===== config.mk =====
export PLATFORM = sky130hd
export DESIGN_NAME = octave_value_noise_1d_core
export DESIGN_NICKNAME = d
export VERILOG_FILES = /design/src/rtl/ovn_pkg.sv /design/src/rtl/ovn_ctrl.sv /design/src/rtl/ovn_dpath.sv /design/src/rtl/octave_value_noise_1d_core.sv
export SDC_FILE = /design/constraint.sdc
export NUM_CORES = 2
export LEC_CHECK = 0
export ABC_CLOCK_PERIOD_IN_PS = 6700
export BUFFER_PORTS_ARGS = -buffer_cell sky130_fd_sc_hd__clkbuf_2
export CORE_ASPECT_RATIO = 0.5
export CORE_MARGIN = 1.5
export CORE_UTILIZATION = 53
export CTS_CLUSTER_DIAMETER = 150
export DETAILED_ROUTE_END_ITERATION = 10
export PLACE_DENSITY = 0.67
export SETUP_SLACK_MARGIN = 0.4
export SLEW_MARGIN = 20
export SYNTH_ARGS = -nofsm -noshare
export SYNTH_HDL_FRONTEND = slang
export SYNTH_SLANG_ARGS = --single-unit
export TNS_END_PERCENT = 20

===== constraint.sdc =====
create_clock -name clock -period 6.7 [get_ports clock]
set_input_delay 1.005 -clock clock [delete_from_list [all_inputs] [get_ports clock]]
set_output_delay 1.005 -clock clock [all_outputs]
set_load 0.02 [all_outputs]

===== src/rtl/ovn_pkg.sv =====
package ovn_pkg;

   // Default seed table depth; must be a power of two.
   localparam int MAP_POINTS_DEF = 256;

   // Octave limits and the weight of the coarsest octave (2^7).
   localparam logic [3:0] OCTAVES_MAX      = 4'd8;
   localparam logic [3:0] OCTAVES_MIN      = 4'd1;
   localparam logic [3:0] OCTAVES_RESET    = 4'd8;
   localparam logic [2:0] TOP_WEIGHT_SHIFT = 3'd7;

   // Action codes of an input item.
   localparam logic ACT_WRITE = 1'b0;
   localparam logic ACT_QUERY = 1'b1;

   typedef struct packed {
      logic        action;
      logic [7:0]  index;
      logic [15:0] seed_value;
   } req_type;

   typedef struct packed {
      logic [7:0]  position;
      logic [15:0] noise_value;
   } rsp_type;

   // Commands from the controller to the datapath.
   typedef struct packed {
      logic       start;     // latch the query and clear the accumulator
      logic       rd_en;     // issue one seed read
      logic [3:0] rd_k;      // read number: octave in [3:1], next-seed select in [0]
      logic       div_load;  // load the normalizing divider
      logic       div_step;  // one quotient bit
      logic       out_load;  // move the quotient into the result register
   } cmd_type;

   // Status from the datapath to the controller.
   typedef struct packed {
      logic [3:0] n_oct;     // octave count in use for the current query
      logic       out_free;  // the result register can take a new result
   } sts_type;

   typedef enum logic [4:0] {
      ST_IDLE  = 5'b00001,
      ST_READ  = 5'b00010,
      ST_DRAIN = 5'b00100,
      ST_DIV   = 5'b01000,
      ST_DONE  = 5'b10000
   } state_type;

   // Limits the configured octave count to the legal range.
   function automatic logic [3:0] oct_clamp(input logic [3:0] n);
      logic [3:0] r;
      if (n < OCTAVES_MIN) begin
         r = OCTAVES_MIN;
      end else if (n > OCTAVES_MAX) begin
         r = OCTAVES_MAX;
      end else begin
         r = n;
      end
      return r;
   endfunction

endpackage


===== src/rtl/ovn_ctrl.sv =====
module ovn_ctrl (
   input  logic             clock,
   input  logic             reset,
   input  logic             req_valid,
   input  logic             req_action,
   output logic             req_ready,
   input  ovn_pkg::sts_type sts,
   output ovn_pkg::cmd_type cmd
);

   ovn_pkg::state_type state_ff, state_in;
   logic [4:0]         cnt_ff, cnt_in;
   logic               last_rd;

   assign last_rd = (cnt_ff == (({1'b0, sts.n_oct}) << 1) - 5'd1);

   always_comb begin
      state_in     = state_ff;
      cnt_in       = cnt_ff;
      req_ready    = 1'b0;
      cmd          = '0;
      cmd.rd_k     = cnt_ff[3:0];
      case (state_ff)
         ovn_pkg::ST_IDLE: begin
            req_ready = 1'b1;
            if (req_valid && (req_action == ovn_pkg::ACT_QUERY)) begin
               cmd.start = 1'b1;
               cnt_in    = 5'd0;
               state_in  = ovn_pkg::ST_READ;
            end
         end
         ovn_pkg::ST_READ: begin
            cmd.rd_en = 1'b1;
            if (last_rd) begin
               cnt_in   = 5'd0;
               state_in = ovn_pkg::ST_DRAIN;
            end else begin
               cnt_in = cnt_ff + 5'd1;
            end
         end
         ovn_pkg::ST_DRAIN: begin
            // The drain state lets the last product reach the accumulator.
            if (cnt_ff == 5'd2) begin
               cmd.div_load = 1'b1;
               cnt_in       = 5'd0;
               state_in     = ovn_pkg::ST_DIV;
            end else begin
               cnt_in = cnt_ff + 5'd1;
            end
         end
         ovn_pkg::ST_DIV: begin
            cmd.div_step = 1'b1;
            if (cnt_ff == 5'd15) begin
               cnt_in   = 5'd0;
               state_in = ovn_pkg::ST_DONE;
            end else begin
               cnt_in = cnt_ff + 5'd1;
            end
         end
         ovn_pkg::ST_DONE: begin
            if (sts.out_free) begin
               cmd.out_load = 1'b1;
               state_in     = ovn_pkg::ST_IDLE;
            end
         end
         default: begin
            state_in = ovn_pkg::ST_IDLE;
            cnt_in   = 5'd0;
         end
      endcase
   end

   always_ff @(posedge clock) begin
      if (reset) begin
         state_ff <= ovn_pkg::ST_IDLE;
         cnt_ff   <= 5'd0;
      end else begin
         state_ff <= state_in;
         cnt_ff   <= cnt_in;
      end
   end

endmodule


===== src/rtl/ovn_dpath.sv =====
module ovn_dpath #(
   parameter int MAP_POINTS = ovn_pkg::MAP_POINTS_DEF
) (
   input  logic             clock,
   input  logic             reset,
   input  ovn_pkg::req_type req_data,
   input  logic             req_fire,
   input  logic             csr_we,
   input  logic [3:0]       csr_wdata,
   input  ovn_pkg::cmd_type cmd,
   output ovn_pkg::sts_type sts,
   output logic             rsp_valid,
   input  logic             rsp_ready,
   output ovn_pkg::rsp_type rsp_data
);

   localparam int AW    = $clog2(MAP_POINTS);
   localparam int CW    = AW + 1;
   localparam int PW    = 16 + CW;
   localparam int ACC_W = AW + 24;
   localparam int SH_W  = $clog2(AW + 9);

   logic [15:0]      mem [MAP_POINTS];

   logic [3:0]       csr_oct_ff;
   logic [3:0]       n_ff;
   logic [AW-1:0]    idx_ff;
   logic [7:0]       pos_ff;

   // Read address generation.
   logic [2:0]       oct_j;
   logic [3:0]       ssh;
   logic [AW-1:0]    lo_mask, base, pitch, nxt, offs, rd_addr;
   logic [CW-1:0]    coef;
   logic [2:0]       wsh;

   logic [15:0]      rd_data_ff;
   logic [CW-1:0]    coef_ff;
   logic [2:0]       wsh1_ff, wsh2_ff;
   logic             s1_valid_ff, s2_valid_ff;
   logic [PW-1:0]    prod_ff;
   logic [ACC_W-1:0] acc_ff;

   // Normalizing divider.
   logic [SH_W-1:0]  shamt;
   logic [23:0]      dividend;
   logic [7:0]       divisor;
   logic [7:0]       rem_ff;
   logic [15:0]      quo_ff;
   logic [8:0]       trial, diff;
   logic             ge;

   logic             rsp_valid_ff;
   ovn_pkg::rsp_type rsp_data_ff;

   always_comb begin
      oct_j   = cmd.rd_k[3:1];
      ssh     = ({1'b0, oct_j} > 4'(AW)) ? 4'(AW) : {1'b0, oct_j};
      lo_mask = {AW{1'b1}} >> ssh;
      base    = idx_ff & ~lo_mask;
      pitch   = lo_mask + AW'(1);
      nxt     = base + pitch;
      offs    = (idx_ff & lo_mask) << ssh;
      rd_addr = cmd.rd_k[0] ? nxt : base;
      coef    = cmd.rd_k[0] ? {1'b0, offs} : (CW'(MAP_POINTS) - {1'b0, offs});
      wsh     = ovn_pkg::TOP_WEIGHT_SHIFT - oct_j;
   end

   always_comb begin
      shamt    = SH_W'(AW) + SH_W'(8) - SH_W'(n_ff);
      dividend = 24'(acc_ff >> shamt);
      divisor  = 8'((9'd1 << n_ff) - 9'd1);
      trial    = {rem_ff, quo_ff[15]};
      ge       = (trial >= {1'b0, divisor});
      diff     = trial - {1'b0, divisor};
   end

   // Seed table.
   always_ff @(posedge clock) begin
      if (req_fire && (req_data.action == ovn_pkg::ACT_WRITE)) begin
         mem[AW'(req_data.index)] <= req_data.seed_value;
      end
      if (cmd.rd_en) begin
         rd_data_ff <= mem[rd_addr];
      end
   end

   // Payload registers.
   always_ff @(posedge clock) begin
      if (cmd.start) begin
         idx_ff <= AW'(req_data.index);
         pos_ff <= req_data.index;
      end
      coef_ff <= coef;
      wsh1_ff <= wsh;
      wsh2_ff <= wsh1_ff;
      prod_ff <= PW'(rd_data_ff) * PW'(coef_ff);
      if (cmd.start) begin
         acc_ff <= '0;
      end else if (s2_valid_ff) begin
         acc_ff <= acc_ff + (ACC_W'(prod_ff) << wsh2_ff);
      end
      if (cmd.div_load) begin
         rem_ff <= dividend[23:16];
         quo_ff <= dividend[15:0];
      end else if (cmd.div_step) begin
         rem_ff <= ge ? diff[7:0] : trial[7:0];
         quo_ff <= {quo_ff[14:0], ge};
      end
      if (cmd.out_load) begin
         rsp_data_ff.position    <= pos_ff;
         rsp_data_ff.noise_value <= quo_ff;
      end
   end

   // Control registers.
   always_ff @(posedge clock) begin
      if (reset) begin
         csr_oct_ff   <= ovn_pkg::OCTAVES_RESET;
         n_ff         <= ovn_pkg::OCTAVES_MAX;
         s1_valid_ff  <= 1'b0;
         s2_valid_ff  <= 1'b0;
         rsp_valid_ff <= 1'b0;
      end else begin
         if (csr_we) begin
            csr_oct_ff <= csr_wdata;
         end
         if (cmd.start) begin
            n_ff <= ovn_pkg::oct_clamp(csr_oct_ff);
         end
         s1_valid_ff <= cmd.rd_en;
         s2_valid_ff <= s1_valid_ff;
         if (cmd.out_load) begin
            rsp_valid_ff <= 1'b1;
         end else if (rsp_ready) begin
            rsp_valid_ff <= 1'b0;
         end
      end
   end

   assign sts.n_oct    = n_ff;
   assign sts.out_free = !rsp_valid_ff || rsp_ready;
   assign rsp_valid    = rsp_valid_ff;
   assign rsp_data     = rsp_data_ff;

   // The accumulator must hold every term before normalization starts.
   a_drained: assert property (@(posedge clock) disable iff (reset)
      cmd.div_load |-> (!s1_valid_ff && !s2_valid_ff))
      else $error("divider loaded while products are still in flight");

   // Reads never go past the last octave in use.
   a_rd_range: assert property (@(posedge clock) disable iff (reset)
      cmd.rd_en |-> ({1'b0, cmd.rd_k} < ({1'b0, n_ff} << 1)))
      else $error("seed read beyond the octave count");

   // Long division keeps its partial remainder below the divisor.
   a_rem_bound: assert property (@(posedge clock) disable iff (reset)
      cmd.div_step |-> (rem_ff < divisor))
      else $error("divider remainder out of range");

   // A loaded result is presented on the next cycle.
   a_out_load: assert property (@(posedge clock) disable iff (reset)
      cmd.out_load |=> (rsp_valid_ff && (rsp_data_ff.noise_value == $past(quo_ff))))
      else $error("result register did not take the quotient");

endmodule


===== src/rtl/octave_value_noise_1d_core.sv =====
// A query passes through the seed reads (two per octave on the single memory read port),
// a drain of the product pipeline, the bit-serial 16-step divider and the result register.
// A seed write completes in the cycle of its transfer; writes go one per cycle while no query
// is in progress, and a new query is taken only once the last result has been loaded.
// Reset (synchronous, active high) clears the controller, the result valid flag and sets the
// octave count to 8; the seed table is not cleared and must be written before it is queried.
module octave_value_noise_1d_core #(
   parameter int MAP_POINTS = ovn_pkg::MAP_POINTS_DEF
) (
   input  logic             clock,
   input  logic             reset,
   input  logic             req_valid,
   output logic             req_ready,
   input  ovn_pkg::req_type req_data,
   output logic             rsp_valid,
   input  logic             rsp_ready,
   output ovn_pkg::rsp_type rsp_data,
   input  logic             csr_we,
   input  logic [3:0]       csr_wdata
);

   // The block sums up to eight octaves of linearly interpolated value noise.
   // Octave j uses a lattice pitch of MAP_POINTS >> j (at least one) and a weight
   // of 2^(7-j). Every octave term is scaled to the common denominator
   // MAP_POINTS, so it becomes (MAP_POINTS - off) * seed[base] + off * seed[next],
   // where off is the offset inside the cell scaled up to the full table.
   // The two products of one octave go through a single multiplier, one seed
   // per cycle, and are shifted by the octave weight into a wide accumulator.
   //
   // The total weight is 2^(8-N) * (2^N - 1). Dividing by MAP_POINTS and by
   // 2^(8-N) is a shift; the remaining divisor 2^N - 1 is handled by a
   // restoring divider that produces one quotient bit per cycle. Since the
   // result is a weighted mean of 16-bit seeds, the quotient always fits in
   // 16 bits, so the division needs exactly 16 steps.
   //
   // Seed writes go straight into the table during the input transfer. The
   // result register lets a finished result wait for its transfer while the
   // block goes back to idle and takes further writes or a new query.

   ovn_pkg::cmd_type cmd;
   ovn_pkg::sts_type sts;
   logic             req_fire;

   assign req_fire = req_valid && req_ready;

   ovn_ctrl u_ctrl (
      .clock      (clock),
      .reset      (reset),
      .req_valid  (req_valid),
      .req_action (req_data.action),
      .req_ready  (req_ready),
      .sts        (sts),
      .cmd        (cmd)
   );

   ovn_dpath #(
      .MAP_POINTS (MAP_POINTS)
   ) u_dpath (
      .clock     (clock),
      .reset     (reset),
      .req_data  (req_data),
      .req_fire  (req_fire),
      .csr_we    (csr_we),
      .csr_wdata (csr_wdata),
      .cmd       (cmd),
      .sts       (sts),
      .rsp_valid (rsp_valid),
      .rsp_ready (rsp_ready),
      .rsp_data  (rsp_data)
   );

endmodule

# Word-level counts from Yosys, hierarchy flattened
# Memories as Yosys holds them, arrays and structs flattened. A register that Yosys moved wholly into a read port is not among the register bits.
# Index checks and enable logic that the tools add are counted.
# word_totals
word_cells,100
ram_bits,4096
mem_count,1
out_inout_bits,26
in_bits,34
regBits,149
# op_classes
magnitude_cmp,4
n_addsub,10
shift,5
n_reduce_logical,9
eq_ne,13
mul,1
muxes,34
bitwise,5
# memory_table
name,depth,width,read_ports,rd_ports_with_merged_regs,wr,line_no,source
u_dpath.mem,256,16,1,1,1,ovn_dpath.sv:23,logic [15:0] mem [MAP_POINTS];
# ops
cell,n
case mux 5 bit (5 select lines),2
two-way mux 5 bit,9
two-way mux 8 bit,5
adder 32 bit,1
two-way mux 16 bit,2
<< shifter 25 x 3 -> 32 bit,1
>> shifter 32 x 5 -> 24 bit,1
multiplier 16 x 9 -> 25 bit,1
AND 8 bit,2
two-way mux 1 bit,13
two-way mux 4 bit,3
"== test 5 x 2 -> 1 bit, second input constant",2
"== test 5 x 4 -> 1 bit, second input constant",2
greater-or-equal comparator 9 x 8 -> 1 bit,1
"subtractor 9 x 8 -> 9 bit, first input constant",1
"adder 8 x 1 -> 8 bit, second input constant",1
adder 8 bit,1
"!= test 2 x 1 -> 1 bit, second input constant",4
NOT 8 bit,1
"<< shifter 1 x 4 -> 8 bit, first input constant",1
<< shifter 8 x 4 -> 8 bit,1
">> shifter 8 x 4 -> 8 bit, first input constant",1
"subtractor 8 x 1 -> 8 bit, second input constant",1
subtractor 8 bit,1
other kinds (19),23

# Depth between registers and ports, before layout
# logic_depth
word_depth,7
mapped_depth,22
mapped_depth_nobuf,21

# Hierarchy
# A second synthesis with hierarchy kept.
# unflattened
cells_unflattened,7473
hier_area_um2,97435.9
# by_module_without_submodules
mod,cells_each,area_per_inst_um2,instances,seq_area_each_um2
ovn_dpath,7374,96625.2,1,65322.6
ovn_ctrl,98,804.5,1,200.2
octave_value_noise_1d_core,1,6.3,1,0.0

# Least setup slack after synthesis
# Ideal clock, no wire load.
# synth_path
path_kind,register -> register
start,register u_dpath.coef_ff[0]
end,register u_dpath.prod_ff[23]
setup_ns,0.127
t_arrival_ns,4.678
required_time_ns,6.573
path_stages_with_launch,21
path_buffers,1
slack_ns,1.896
synth_period_minus_slack_ns,4.804
cell_sequence,dfxtp_1 -> clkbuf_1 -> nand2_1 -> fa_1 -> inv_1 -> fa_1 -> fa_1 -> inv_1 -> fa_1 -> inv_1 -> ha_1 -> nand2_1 -> nor2_1 -> a211oi_1 -> a311oi_1 -> o21a_1 -> o21ai_0 -> a21oi_1 -> a21oi_1 -> o21ai_0 -> xor2_1
# synth_between
elab_chain_cells,1
# synth_lines
element,line_no,source
start: declaration,ovn_dpath.sv:38,logic [CW-1:0] coef_ff;
start signal: assignment,ovn_dpath.sv:94,coef_ff <= coef;
multiplier 16 x 9 -> 25 bit,ovn_dpath.sv:97,prod_ff <= PW'(rd_data_ff) * PW'(coef_ff);
end signal: assignment,ovn_dpath.sv:97,
end: declaration,ovn_dpath.sv:41,logic [PW-1:0] prod_ff;
# No other way between the ends.
# A chain may end at the register's enable or synchronous reset.

# Worst setup path after layout
# layout_path
start,register u_ctrl.cnt_ff[0]
end,"register u_dpath.rd_data_ff[13] (read register of u_dpath.mem), data pin"
# layout_between
elab_chain_cells,1
# layout_lines
element,line_no,source
start: declaration,ovn_ctrl.sv:12,"logic [4:0] cnt_ff, cnt_in;"
start signal: assignment,ovn_ctrl.sv:79,cnt_ff <= cnt_in;
two-way mux 8 bit,ovn_dpath.sv:64,rd_addr = cmd.rd_k[0] ? nxt : base;
end: declaration,ovn_dpath.sv:37,logic [15:0] rd_data_ff;
# No other way between the ends.

==> results.cfg <==
[run_status]
outcome = complete, no violations

[timing]
setup_tns_ps = 0
max_freq_ghz = 0.161
setup_ws_ps = 503
timing.slew.headroom_pct = 18.3
maxSlewViolCount = 0
finalCriticalPeriod_ps = 6200
skew_ps = 82.8
post-route-period-util_pct = 92.5
worst_slew_pin_slew_ps = 1220
rsz0062_at_grt = false
setup_viol = 0
hold_violations = 0

[global_route]
grtUsageTotal_pct = 29.3
grt_max_degree = 131
grt_antenna_before_repair = 6
grt_pass1_wl_mm = 399
first_global_vias = 60300
grt-ovfl-total = 0

[cts]
worstSkewPairLatency_ps = 880
cts_root_buf = clkbuf_16
cts_buffer_depth = 4
hold_buffers = 0
clk_pin_slew_worst_paths_ps = 70
cts_buffers = 197
cts_sinks = 2213
cts_tree = done
postCtsSetupBuffers = 0
cts.repair.resized = 0
htree_levels = 4

[floorplanning]
rows = 110
die_w_um = 605
io_pins = 60
initial_core_util_pct = 53.4
core_area_um2 = 180000
dieArea_um2 = 184000
chipHeight_um = 304

[critical_path]
r2r_setup_slack_ps = 500
crit_family = compound AO/OA/AOI/OAI gates
critPathArrivalTime_ps = 6740
crit_chain = inv_1 -> or3_1 -> a21oi_4 -> buf_4 -> buf_12 -> mux4_2 -> mux2i_1 -> o2111ai_1 -> o21ai_0 -> a211oi_1 -> a2bb2oi_1
startpoint_type = flip-flop
cp.required_ps = 7250
path_buf_inv = 3
path_class = reg2reg
cp-end-kind = flip-flop
cp_max_fo = 64
slowest_stage = a211oi_1
cpPeakStageDelay_ps = 1070

[logic_synthesis]
postSynthAreaPerCell_um2 = 12.7
synth_top_area_cell = edfxtp_1
netlist_top_cells_area = edfxtp_1 66%, nand2_1 7.5%, nand3_1 4.3%
netlist_instances = 7580
synth.most_common_cell = edfxtp_1
syn_area_um2 = 96000
synth_top_area_share_pct = 66.3
synth_ff_type = edfxtp_1
ys_seq_elements = 2213
ys_types = 77
synth_common_cells = 2120 x edfxtp_1, 1908 x nand2_1, 826 x nand3_1
ys_warn_count = 0
synth_edf_count = 2120
ys_seq_area_share_pct = 68.3
syn_nets = 7811
async_reset_ff_share_pct = 0

[finish]
n_fill_cell = 14000
nNetsFinal = 7894
syn2layout_area_growth_pct = 10.7
fin_util_pct = 59.0
drive_gt1_share_pct = 10.2

[detailed_routing]
highest_layer = met5
wl_met3_mm = 33.6
wl_met1_mm = 109
wl_met2_mm = 120
route.vias.total = 64100
firstDrtPassIters = 6
routedWlPerCell_um = 26.6
routed_wl_mm = 272
first_iter_violations = 9368
drc = 0
viasPerCell = 6.27
ant_nets = 0

[placed_design]
routabilityCongestion = 0.935
io_buffer_count = 59
pre_cts_slack_ps = 1030
dp_hpwl_mm = 165

[hold_path]
hold_class = reg2reg

[power_and_ir_drop]
irDropWorstVdd_mv = 0.462
cellLeakagePower_uw = 0.0374
powerDensity_nw_per_um2 = 301

[job]
drv_cap = 0
## area by class of cell
class                           instances  area (µm²)  share of cell area (%)
Clock inverter                        119        1020                   0.962
Multi-Input combinational cell       4727       27900                    26.3
Antenna cell                            2        5.00                 0.00471
Timing Repair Buffer                  363        3020                    2.84
Tap cell                             2408        3010                    2.84
Sequential cell                      2213       65500                    61.7
Inverter                              161         604                   0.569
Clock buffer                          231        5140                    4.84
## registers in the layout (all words and copies together) (netlist names)
register and flops:
u_dpath.rsp_valid 1, u_dpath.rd_data_ff 16, u_dpath.wsh2_ff 3, u_dpath.coef_ff 9
u_ctrl.state_ff 5, u_dpath.csr_oct_ff 4, u_dpath.rem_ff 8, u_dpath.acc_ff 32
u_dpath.idx_ff 8, u_dpath.mem 2048, u_dpath.s2_valid_ff 1, u_ctrl.cnt_ff 5
u_dpath.prod_ff 25, u_dpath.rsp_data 24, u_dpath.quo_ff 16, u_dpath.s1_valid_ff 1
u_dpath.n_ff 4, u_dpath.wsh1_ff 3
## placed cells by master (no fill, tap or decap), drive strengths merged, types with 104 or more instances in the layout
master,Yosys,routed
edfxtp,2120,2120
nand2,1908,1908
nand3,826,826
buf,294,320
clkbuf,185,274
nor2,272,272
a21oi,193,193
a311oi,170,170
inv,159,164
and3,140,140
a31oi,117,117
o21ai,111,111
mux4,104,104
## kinds of logic (layout without fill, tap and decap cells)
family / after synthesis / after routing / share of synthesized area, %
other cells: 0 / 2 / 0
compound gates: 848 / 848 / 5.95
fa+ha+maj: 197 / 197 / 3.36
mux: 209 / 209 / 3.57
flops: 2213 / 2213 / 68.3
xor+xnor: 63 / 63 / 0.575
buf+inv: 640 / 874 / 2.80
simple gates: 3410 / 3410 / 15.5
## path summary, 6_finish.rpt
| kind | start | to | cells after the start |
|---|---|---|---|
| hold reg to reg | u_dpath.wsh1_ff[0] | u_dpath.wsh2_ff[0] | 0 |
| hold / removal | u_dpath.wsh1_ff[0] | u_dpath.wsh2_ff[0] | 0 |
| setup reg to reg | u_ctrl.cnt_ff[0] | u_dpath.rd_data_ff[13] | 11 |
| setup / recovery | u_ctrl.cnt_ff[0] | u_dpath.rd_data_ff[13] | 11 |
## layer usage
metal	up-vias	track usage [%]
met5	-	0.775
met4	4	8.90
met3	500	7.25
met2	3700	43.7
met1	31900	42.5
li1	27900	-
## where the power goes
group | leakage [µW] | internal (µW) | total, µW | switching (µW)
Clock | 0.00300 | 6100 | 11200 | 5060
Sequential | 0.0198 | 15400 | 15600 | 195
Combinational | 0.0146 | 2220 | 5250 | 3030
Total | 0.0374 | 23700 | 32000 | 8280
## metrics by stage
stage / cell area [µm²] / total power [µW] / hold WS (ps) / cells
2_1_floorplan: 96000 / 19800 / 310 / 7580
3_3_place_gp: 100000 / 21100 / 313 / 9872
3_5_place_dp: 100000 / 21100 / 315 / 9872
4_1_cts: 106000 / 32100 / 330 / 10200
5_1_grt: 106000 / 33400 / 338 / 10200
6_report: 106000 / 32000 / 328 / 10200
No activity file was read; power rests on OpenSTA's default activity.
